## config.mk

```make
export PLATFORM = sky130hd
export DESIGN_NAME = nearby_sighting_table_unit
export DESIGN_NICKNAME = d
export VERILOG_FILES = /design/src/rtl/nst_pkg.sv /design/src/rtl/nst_mem.sv /design/src/rtl/nst_ctrl.sv /design/src/rtl/nearby_sighting_table_unit.sv
export VERILOG_INCLUDE_DIRS = /design/src /design/src/rtl
export SDC_FILE = /design/constraint.sdc
export NUM_CORES = 2
export LEC_CHECK = 0
export ABC_CLOCK_PERIOD_IN_PS = 7400
export BUFFER_PORTS_ARGS = -buffer_cell sky130_fd_sc_hd__buf_4
export CAP_MARGIN = 10
export CORE_ASPECT_RATIO = 1.1
export CORE_MARGIN = 1
export CORE_UTILIZATION = 55
export DETAILED_ROUTE_END_ITERATION = 16
export PLACE_DENSITY = 0.74
export REMOVE_ABC_BUFFERS = 1
export SLEW_MARGIN = 5
export SYNTH_ARGS = -nofsm -noshare
export SYNTH_HDL_FRONTEND = slang
export SYNTH_SLANG_ARGS = --single-unit
```

## constraint.sdc

```tcl
create_clock -name clk -period 7.4 [get_ports clk]
set_input_delay 0.74 -clock clk [delete_from_list [all_inputs] [get_ports clk]]
set_output_delay 0.74 -clock clk [all_outputs]
set_load 0.01 [all_outputs]
```

## src/rtl/nearby_sighting_table_unit_macros.svh

```systemverilog
// Assertion macros used by the sighting table top level
`ifndef NEARBY_SIGHTING_TABLE_UNIT_MACROS_SVH
`define NEARBY_SIGHTING_TABLE_UNIT_MACROS_SVH

// implication check, reset-qualified
`define NST_ASSERT_IMP(label, clk, rst_n, ante, cons, msg) \
	label: assert property (@(posedge clk) disable iff (!rst_n) (ante) |-> (cons)) \
		else $error(msg);

// next-cycle implication check, reset-qualified
`define NST_ASSERT_NEXT(label, clk, rst_n, ante, cons, msg) \
	label: assert property (@(posedge clk) disable iff (!rst_n) (ante) |=> (cons)) \
		else $error(msg);

`endif

```

## src/rtl/nst_pkg.sv

```systemverilog
// Package: widths, codes and entry type for the sighting table
`timescale 1ns / 1ps
package nst_pkg;
	localparam int unsigned TableDepth = 8;
	localparam int unsigned IdxW = $clog2(TableDepth);
	localparam int unsigned CntW = $clog2(TableDepth + 1);
	localparam logic [31:0] ResetExpiry = 32'd15000;

	localparam logic [1:0] KIND_SIGHT = 2'd0;
	localparam logic [1:0] KIND_TICK = 2'd1;
	localparam logic [1:0] KIND_CLEAR = 2'd2;
	localparam logic [1:0] KIND_QUERY = 2'd3;

	// register byte addresses
	localparam logic [1:0] ADDR_EXPIRY = 2'd0;

	typedef struct packed {
		logic [63:0] key;
		logic        shares;
		logic [7:0]  game;
		logic [31:0] score;
		logic signed [7:0] signal;
		logic [31:0] seen;
	} entry_t;

	// memory port request from controller
	typedef struct packed {
		logic            we;
		logic [IdxW-1:0] waddr;
		entry_t          wdata;
		logic [IdxW-1:0] raddr;
	} mem_req_t;
endpackage

```

## src/rtl/nst_mem.sv

```systemverilog
// Entry memory: one write port, one registered read port
`timescale 1ns / 1ps
module nst_mem (
	input  logic              clk,
	input  nst_pkg::mem_req_t req,
	output nst_pkg::entry_t   rdata
);
	nst_pkg::entry_t mem_q [nst_pkg::TableDepth];

	always_ff @(posedge clk) begin
		if (req.we) begin
			mem_q[req.waddr] <= req.wdata;
		end
		rdata <= mem_q[req.raddr];
	end
endmodule

```

## src/rtl/nst_ctrl.sv

```systemverilog
// Sequencer: scans the entry memory for each tick, sighting and query, and builds the result
`timescale 1ns / 1ps
module nst_ctrl (
	input  logic              clk,
	input  logic              arst_n,
	input  logic              in_valid,
	output logic              in_ready,
	input  logic [1:0]        kind,
	input  nst_pkg::entry_t   in_entry,
	input  logic [2:0]        rank,
	input  logic [31:0]       expiry,
	output nst_pkg::mem_req_t req,
	input  nst_pkg::entry_t   rdata,
	output logic              out_valid,
	input  logic              out_ready,
	output logic [182:0]      out_data,
	output logic [nst_pkg::CntW-1:0] count_o
);
	localparam int unsigned IW = nst_pkg::IdxW;
	localparam int unsigned CW = nst_pkg::CntW;
	localparam logic [CW-1:0] Depth = CW'(nst_pkg::TableDepth);

	typedef enum logic [2:0] {IDLE, SCAN, OUTER, INNER, WRITE, DONE} state_t;
	state_t state_q;

	logic [1:0]        kind_q;
	nst_pkg::entry_t   item_q;
	logic [2:0]        rank_q;
	logic [CW-1:0]     used_q, kept_q, i_q, j_q, pos_q;
	logic [31:0]       chg_q;
	logic              found_q, rvalid_q, keep_q, hit_q;
	logic [IW-1:0]     weak_q, slot_q;
	logic signed [7:0] weak_sig_q;
	nst_pkg::entry_t   cand_q, res_q;

	logic [31:0] age;
	assign age = item_q.seen - rdata.seen;

	always_comb begin
		req.we    = 1'b0;
		req.waddr = slot_q;
		req.wdata = item_q;
		req.raddr = i_q[IW-1:0];
		unique case (state_q)
			INNER: req.raddr = j_q[IW-1:0];
			OUTER: req.raddr = i_q[IW-1:0];
			SCAN: if (kind_q == nst_pkg::KIND_TICK && rvalid_q && age < expiry) begin
				req.we    = 1'b1;
				req.waddr = kept_q[IW-1:0];
				req.wdata = rdata;
			end
			WRITE: req.we = 1'b1;
			default: ;
		endcase
	end

	assign in_ready = (state_q == IDLE) && !out_valid;
	assign count_o = used_q;
	assign out_data = {keep_q, chg_q, 4'(used_q), res_q.seen, res_q.signal, res_q.score,
		res_q.game, res_q.shares, res_q.key, found_q};

	always_ff @(posedge clk or negedge arst_n) begin
		if (!arst_n) begin
			state_q <= IDLE; used_q <= '0; chg_q <= '0; out_valid <= 1'b0;
			i_q <= '0; j_q <= '0; rvalid_q <= 1'b0;
		end else begin
			if (out_valid && out_ready) out_valid <= 1'b0;
			unique case (state_q)
				IDLE: if (in_valid && in_ready) begin
					kind_q <= kind; item_q <= in_entry; rank_q <= rank;
					found_q <= 1'b0; keep_q <= 1'b0; res_q <= '0; hit_q <= 1'b0;
					i_q <= '0; j_q <= '0; kept_q <= '0; pos_q <= '0; rvalid_q <= 1'b0;
					weak_q <= '0; weak_sig_q <= 8'sd127;
					if (kind == nst_pkg::KIND_CLEAR) begin
						used_q <= '0; chg_q <= chg_q + 32'd1; state_q <= DONE;
					end else if (kind == nst_pkg::KIND_QUERY) state_q <= OUTER;
					else state_q <= SCAN;
				end
				SCAN: begin
					// rdata holds entry i_q-1 when rvalid_q
					if (rvalid_q) begin
						if (kind_q == nst_pkg::KIND_TICK) begin
							if (age < expiry) kept_q <= kept_q + 1'b1;
						end else begin
							if (!hit_q && rdata.key == item_q.key) begin
								hit_q <= 1'b1; slot_q <= IW'(i_q - 1'b1);
							end
							if (rdata.signal < weak_sig_q) begin
								weak_sig_q <= rdata.signal; weak_q <= IW'(i_q - 1'b1);
							end
						end
					end
					// last entry arrives in the cycle after its read; decide after it
					if (i_q < used_q) begin
						i_q <= i_q + 1'b1; rvalid_q <= 1'b1;
					end else if (rvalid_q) rvalid_q <= 1'b0;
					else begin
						if (kind_q == nst_pkg::KIND_TICK) begin
							if (kept_q != used_q) chg_q <= chg_q + 32'd1;
							used_q <= kept_q; state_q <= DONE;
						end else if (hit_q) state_q <= WRITE;
						else if (used_q < Depth) begin
							slot_q <= used_q[IW-1:0]; used_q <= used_q + 1'b1;
							state_q <= WRITE;
						end else if (weak_sig_q < item_q.signal) begin
							slot_q <= weak_q; state_q <= WRITE;
						end else state_q <= DONE;
					end
				end
				WRITE: begin
					keep_q <= 1'b1; chg_q <= chg_q + 32'd1; state_q <= DONE;
				end
				OUTER: begin
					// address i_q issued; next cycle holds candidate
					if (i_q >= used_q) state_q <= DONE;
					else begin
						j_q <= '0; pos_q <= '0; rvalid_q <= 1'b0; state_q <= INNER;
					end
				end
				INNER: begin
					if (!rvalid_q && j_q == '0) cand_q <= rdata;
					if (rvalid_q && ((rdata.signal > cand_q.signal) ||
						(rdata.signal == cand_q.signal && (j_q - 1'b1) < i_q)))
						pos_q <= pos_q + 1'b1;
					if (!rvalid_q && j_q == '0) begin
						rvalid_q <= 1'b1; j_q <= j_q + 1'b1;
					end else if (j_q < used_q) j_q <= j_q + 1'b1;
					else begin
						rvalid_q <= 1'b0;
						if (pos_q + ((rvalid_q && ((rdata.signal > cand_q.signal) ||
							(rdata.signal == cand_q.signal && (j_q - 1'b1) < i_q)))
							? 1'b1 : 1'b0) == CW'(rank_q)) begin
							found_q <= 1'b1; res_q <= cand_q; state_q <= DONE;
						end else begin
							i_q <= i_q + 1'b1; state_q <= OUTER;
						end
					end
				end
				DONE: begin
					out_valid <= 1'b1; state_q <= IDLE; i_q <= '0;
				end
				default: state_q <= IDLE;
			endcase
		end
	end
endmodule

```

## src/rtl/nearby_sighting_table_unit.sv

```systemverilog
// Top level of the nearby sighting table
//
// channel   | dir | beat
// s_axis    | in  | kind, key, shares, game, score, signal, now, rank
// m_axis    | out | valid, key, shares, game, score, signal, seen, count, changes, kept
// apb       | in  | expiry_ms at address 0
//
// One item at a time: a tick scans all entries through the one memory read
// port; a sighting scans them too and is then dropped or stored; a clear
// skips the scan. A query ranks each candidate against all entries in turn.
// The result waits in the output register; the next beat is taken once it
// leaves. Reset empties the table and sets expiry to 15000; no clearing pass.
`timescale 1ns / 1ps
`include "nearby_sighting_table_unit_macros.svh"
module nearby_sighting_table_unit (
	input  logic         clk,
	input  logic         arst_n,
	input  logic         s_axis_tvalid,
	output logic         s_axis_tready,
	// kind[1:0] key[65:2] shares[66] game[74:67] score[106:75] signal[114:107]
	// now[146:115] rank[149:147]
	input  logic [151:0] s_axis_tdata,
	output logic         m_axis_tvalid,
	input  logic         m_axis_tready,
	// valid[0] key[64:1] shares[65] game[73:66] score[105:74] signal[113:106]
	// seen[145:114] count[149:146] changes[181:150] kept[182]
	output logic [183:0] m_axis_tdata,
	input  logic         psel,
	input  logic         penable,
	input  logic         pwrite,
	input  logic [1:0]   paddr,
	input  logic [31:0]  pwdata,
	output logic [31:0]  prdata,
	output logic         pready
);
	logic [31:0] expiry_q;
	nst_pkg::mem_req_t req;
	nst_pkg::entry_t rdata, in_entry;
	logic [182:0] out_data;
	logic [nst_pkg::CntW-1:0] count;
	logic clear_beat;

	assign pready = 1'b1;
	assign prdata = (paddr == nst_pkg::ADDR_EXPIRY) ? expiry_q : 32'd0;
	always_ff @(posedge clk or negedge arst_n) begin
		if (!arst_n) expiry_q <= nst_pkg::ResetExpiry;
		else if (psel && penable && pwrite && paddr == nst_pkg::ADDR_EXPIRY) expiry_q <= pwdata;
	end

	// sighting fields, seen time taken from now
	assign in_entry = {s_axis_tdata[65:2], s_axis_tdata[66], s_axis_tdata[74:67],
		s_axis_tdata[106:75], s_axis_tdata[114:107], s_axis_tdata[146:115]};

	nst_mem u_mem (.clk(clk), .req(req), .rdata(rdata));

	nst_ctrl u_ctrl (
		.clk(clk), .arst_n(arst_n), .in_valid(s_axis_tvalid), .in_ready(s_axis_tready),
		.kind(s_axis_tdata[1:0]), .in_entry(in_entry), .rank(s_axis_tdata[149:147]),
		.expiry(expiry_q), .req(req), .rdata(rdata), .out_valid(m_axis_tvalid),
		.out_ready(m_axis_tready), .out_data(out_data), .count_o(count)
	);
	assign m_axis_tdata = {1'b0, out_data};

	assign clear_beat = s_axis_tvalid && s_axis_tready &&
		s_axis_tdata[1:0] == nst_pkg::KIND_CLEAR;

	`NST_ASSERT_IMP(a_count_range, clk, arst_n, 1'b1, count <= 4'd8, "count over depth")
	`NST_ASSERT_IMP(a_no_accept_busy, clk, arst_n, m_axis_tvalid, !s_axis_tready, "busy accept")
	`NST_ASSERT_NEXT(a_clear_empty, clk, arst_n, clear_beat, count == 4'd0, "clear left entries")
endmodule
```

==> results_dict.tcl <==
set metrics [dict create \
    grt_pass1_vias 36500 \
    avgSynthCellArea_um2 19.3 \
    clockRootBuffer "clkbuf_16" \
    tritoncts "done" \
    cts_inserted_buffers 175 \
    drc 0 \
    vias 35400 \
    hold_viol_final 0 \
    pre_cts_ws_ns 0.883 \
    io_buffers 407 \
    ir_drop_mv 0.345 \
    yosysUniqueCellTypes 77 \
    rsz0062_at_grt "no" \
    clockPowerShare_pct 30.5 \
    crit_fanout 22 \
    final_common_cell "edfxtp_1" \
    htreeDepth 4 \
    hold_path.class "in2reg" \
    fin_nets 4509 \
    syn_inst 3718 \
    max_slew_margin_pct 29.7 \
    wire_per_inst_um 25.4 \
    rr_worst_depth 22 \
    place_hpwl_mm 90.4 \
    synth_ff_type "edfxtp_1" \
    min_path_cells 1 \
    finalCritPeriodShare_pct 88.4 \
    yosys_warnings 0 \
    cap_violations 0 \
    p_switching_mw 8.30 \
    intPower_mw 21.6 \
    antenna_found_initial 2 \
    final_antenna_net_count 0 \
    outcome "completed" \
    io_pins 412 \
    seq_area_frac_synth_pct 75.0 \
    tightest_slew_ns 1.05 \
    die_width_um 346 \
    finClkSkew_ns 0.0357 \
    clock-sinks 1851 \
    start_util_pct 55.5 \
    required_ns 7.83 \
    drtIter0Drc 3111 \
    p_seq_share_pct 46.6 \
    async_reset_ff_share_pct 4.38 \
    slew_violations 0 \
    clockBufferDepth 3 \
    place_congestion 0.844 \
    overflow 0 \
    critPathLaunchType "flop" \
    max_freq_ghz 0.153 \
    routed_via_density 5.86 \
    dieArea_mm2 0.132 \
    core_region_area_mm2 0.129 \
    pwr-share-comb_pct 22.9 \
    postCtsResizedCells 0 \
    end_kind "flop" \
    firstDrtPassIters 5 \
    layout-drive-gt1-share_pct 29.3 \
    p_per_area_mw_per_mm2 360 \
    setup_viol 0 \
    sw_frac_of_total_pct 27.8 \
    worst_slack_ns 0.861 \
    drt-total-wl_mm 153 \
    fillerInstances 8623 \
    diodes 0 \
    track_usage_pct 23.3 \
    cts_setup_buffers 0 \
    fin_crit_ns 6.54 \
    total_power_mw 29.9 \
    grt_first_pass_wirelength_mm 229 \
    die_y_um 380 \
    path_clk_slew_ns 0.06 \
    ys_ff_latch 1851 \
    cp.arrival_ns 6.97 \
    synthToLayoutAreaGrowth_pct 15.8 \
    final_cell_mix "edfxtp_1 (1,625), buf_4 (431), mux4_2 (290)" \
    worstSetupPathType "reg2reg" \
    p_leak_nw 29.1 \
    clk-insertion-delay-late_ns 0.80 \
    std_cell_rows 138 \
    netlist_area_mm2 0.0716 \
    grt_max_degree 114 \
    synth_edf_count 1625 \
]
-- final cells by class --
cell class	instances	area, µm²	share of cell area, %
clock buffer	238	4800	5.79
clock inverter	90	1060	1.28
timing repair buffer	467	3950	4.76
tap	1680	2100	2.54
multi-input combinational	1581	16700	20.2
sequential	1851	53700	64.8
inverter	134	508	0.613
-- power groups by stage --
stage / logic (mW) / registers (mW) / clock network [mW]
global route: 7.45 / 14.0 / 9.63
finish: 6.83 / 13.9 / 9.11
CTS: 6.93 / 13.9 / 9.25
detailed placement: 6.87 / 14.1 / 0
floorplan: 5.07 / 13.8 / 0
global placement: 6.74 / 14.1 / 0
-- cells by family (layout without fill, tap and decap cells) --
logic type               Yosys count  after routing  share of synthesized area, %
AO/OA/AOI/OAI                    244            244                          2.20
multiplexers                     586            586                          13.8
flip-flops                      1851           1851                          75.0
buffers and inverters            286            929                          1.76
XOR/XNOR                         121            121                          1.48
adder cells (fa/ha/maj)          106            106                          1.86
other                              2              2                        0.0105
AND/OR/NAND/NOR                  522            522                          3.89
-- critical path: stages, from the launching register on --
cell and delay [ns]:
edfxtp_1 0.40, inv_1 0.07, ha_1 0.17, inv_1 0.07, fa_1 0.42, a211oi_1 0.34, o21ai_1 0.23, a31oi_1 0.43
o31ai_1 0.22, a21boi_0 0.35, o21bai_1 0.10, a21oi_1 0.18, xnor2_1 0.14, ha_1 0.27, a21o_1 0.17, a21o_1 0.17
a21o_1 0.17, a221oi_1 0.25, o21a_1 0.16, nand3_1 0.29, nor2_4 0.49, a2bb2o_4 0.55, buf_4 0.46
-- synth_stat cells, types with 11 or more instances --
library cell / number / area [µm²]
ha_1: 105 / 1310
xnor2_1: 71 / 622
buf_6: 11 / 124
nor2b_1: 20 / 125
nor4_1: 17 / 106
mux2_1: 59 / 664
edfxtp_1: 1625 / 48800
mux4_2: 290 / 6530
buf_4: 12 / 90.1
nand2b_1: 21 / 131
nand4_1: 26 / 163
nor2_1: 78 / 293
and3_1: 19 / 119
mux2_2: 229 / 2580
nand2_1: 91 / 342
dfrtp_1: 74 / 1850
buf_2: 48 / 240
clkbuf_1: 73 / 274
a21o_1: 29 / 218
o21ai_0: 67 / 335
a21oi_1: 54 / 270
dfxtp_1: 145 / 2900
nor3_1: 42 / 210
and2_1: 149 / 932
nand3_1: 35 / 175
xor2_1: 50 / 438
inv_1: 132 / 495
-- flip-flops by register name, summed over array words and instances, names as in the netlist, 2 cells and up --
| signal | count |
|---|---|
| u_mem.mem_q | 1160 |
| u_ctrl.cand_q | 145 |
| u_ctrl.item_q | 145 |
| u_ctrl.out_data | 145 |
| u_mem.rdata | 145 |
| expiry_q | 32 |
| u_ctrl.chg_q | 32 |
| u_ctrl.weak_sig_q | 8 |
| u_ctrl.count_o | 4 |
| u_ctrl.i_q | 4 |
| u_ctrl.j_q | 4 |
| u_ctrl.kept_q | 4 |
| u_ctrl.pos_q | 4 |
| u_ctrl.rank_q | 3 |
| u_ctrl.slot_q | 3 |
| u_ctrl.state_q | 3 |
| u_ctrl.weak_q | 3 |
| u_ctrl.kind_q | 2 |
-- per-stage QoR --
step           setup TNS [ns]  area, µm²  utilization [%]  std cells  hold WS, ns
2_1_floorplan        -9118.65      70900                -       3566        0.403
3_3_place_gp                0      77000             59.7       5712        0.408
3_5_place_dp                0      77000             59.7       5712        0.411
4_1_cts                     0      82900             64.3       6041       0.0489
5_1_grt                     0      82900             64.3       6041       0.0748
6_report                    0      82900             64.3       6041        0.111
-- final timing paths --
kind | slack [ns] | from | to
worst max-delay path | 0.86 | u_ctrl.item_q[0] | u_mem.mem_q[7][40]
worst min-delay path | 0.11 | s_axis_tdata[28] | u_ctrl.item_q[107]
worst max register to register | 0.86 | u_ctrl.item_q[0] | u_mem.mem_q[7][40]
worst min register to register | 0.43 | u_mem.rdata[53] | u_ctrl.cand_q[53]
max in group asynchronous | 5.78 | arst_n | expiry_q[14]
min in group asynchronous | 0.39 | arst_n | u_ctrl.chg_q[0]
-- layer usage --
metal / track usage (%) / wire length (µm) / vias to the layer above
met4: 7.86 / 4370 / 0
met3: 3.88 / 8710 / 230
met5: 0 / 0 / -
met1: 31.8 / 63700 / 18400
li1: - / - / 15600
met2: 38.5 / 76500 / 1190
-- what timing repair did --
item,4_1_cts,5_1_grt
hold buffers,1,0
hold endpoints to repair,17,0
endpoints found under the setup margin,0,0
No activity file was read; power rests on OpenSTA's default activity.
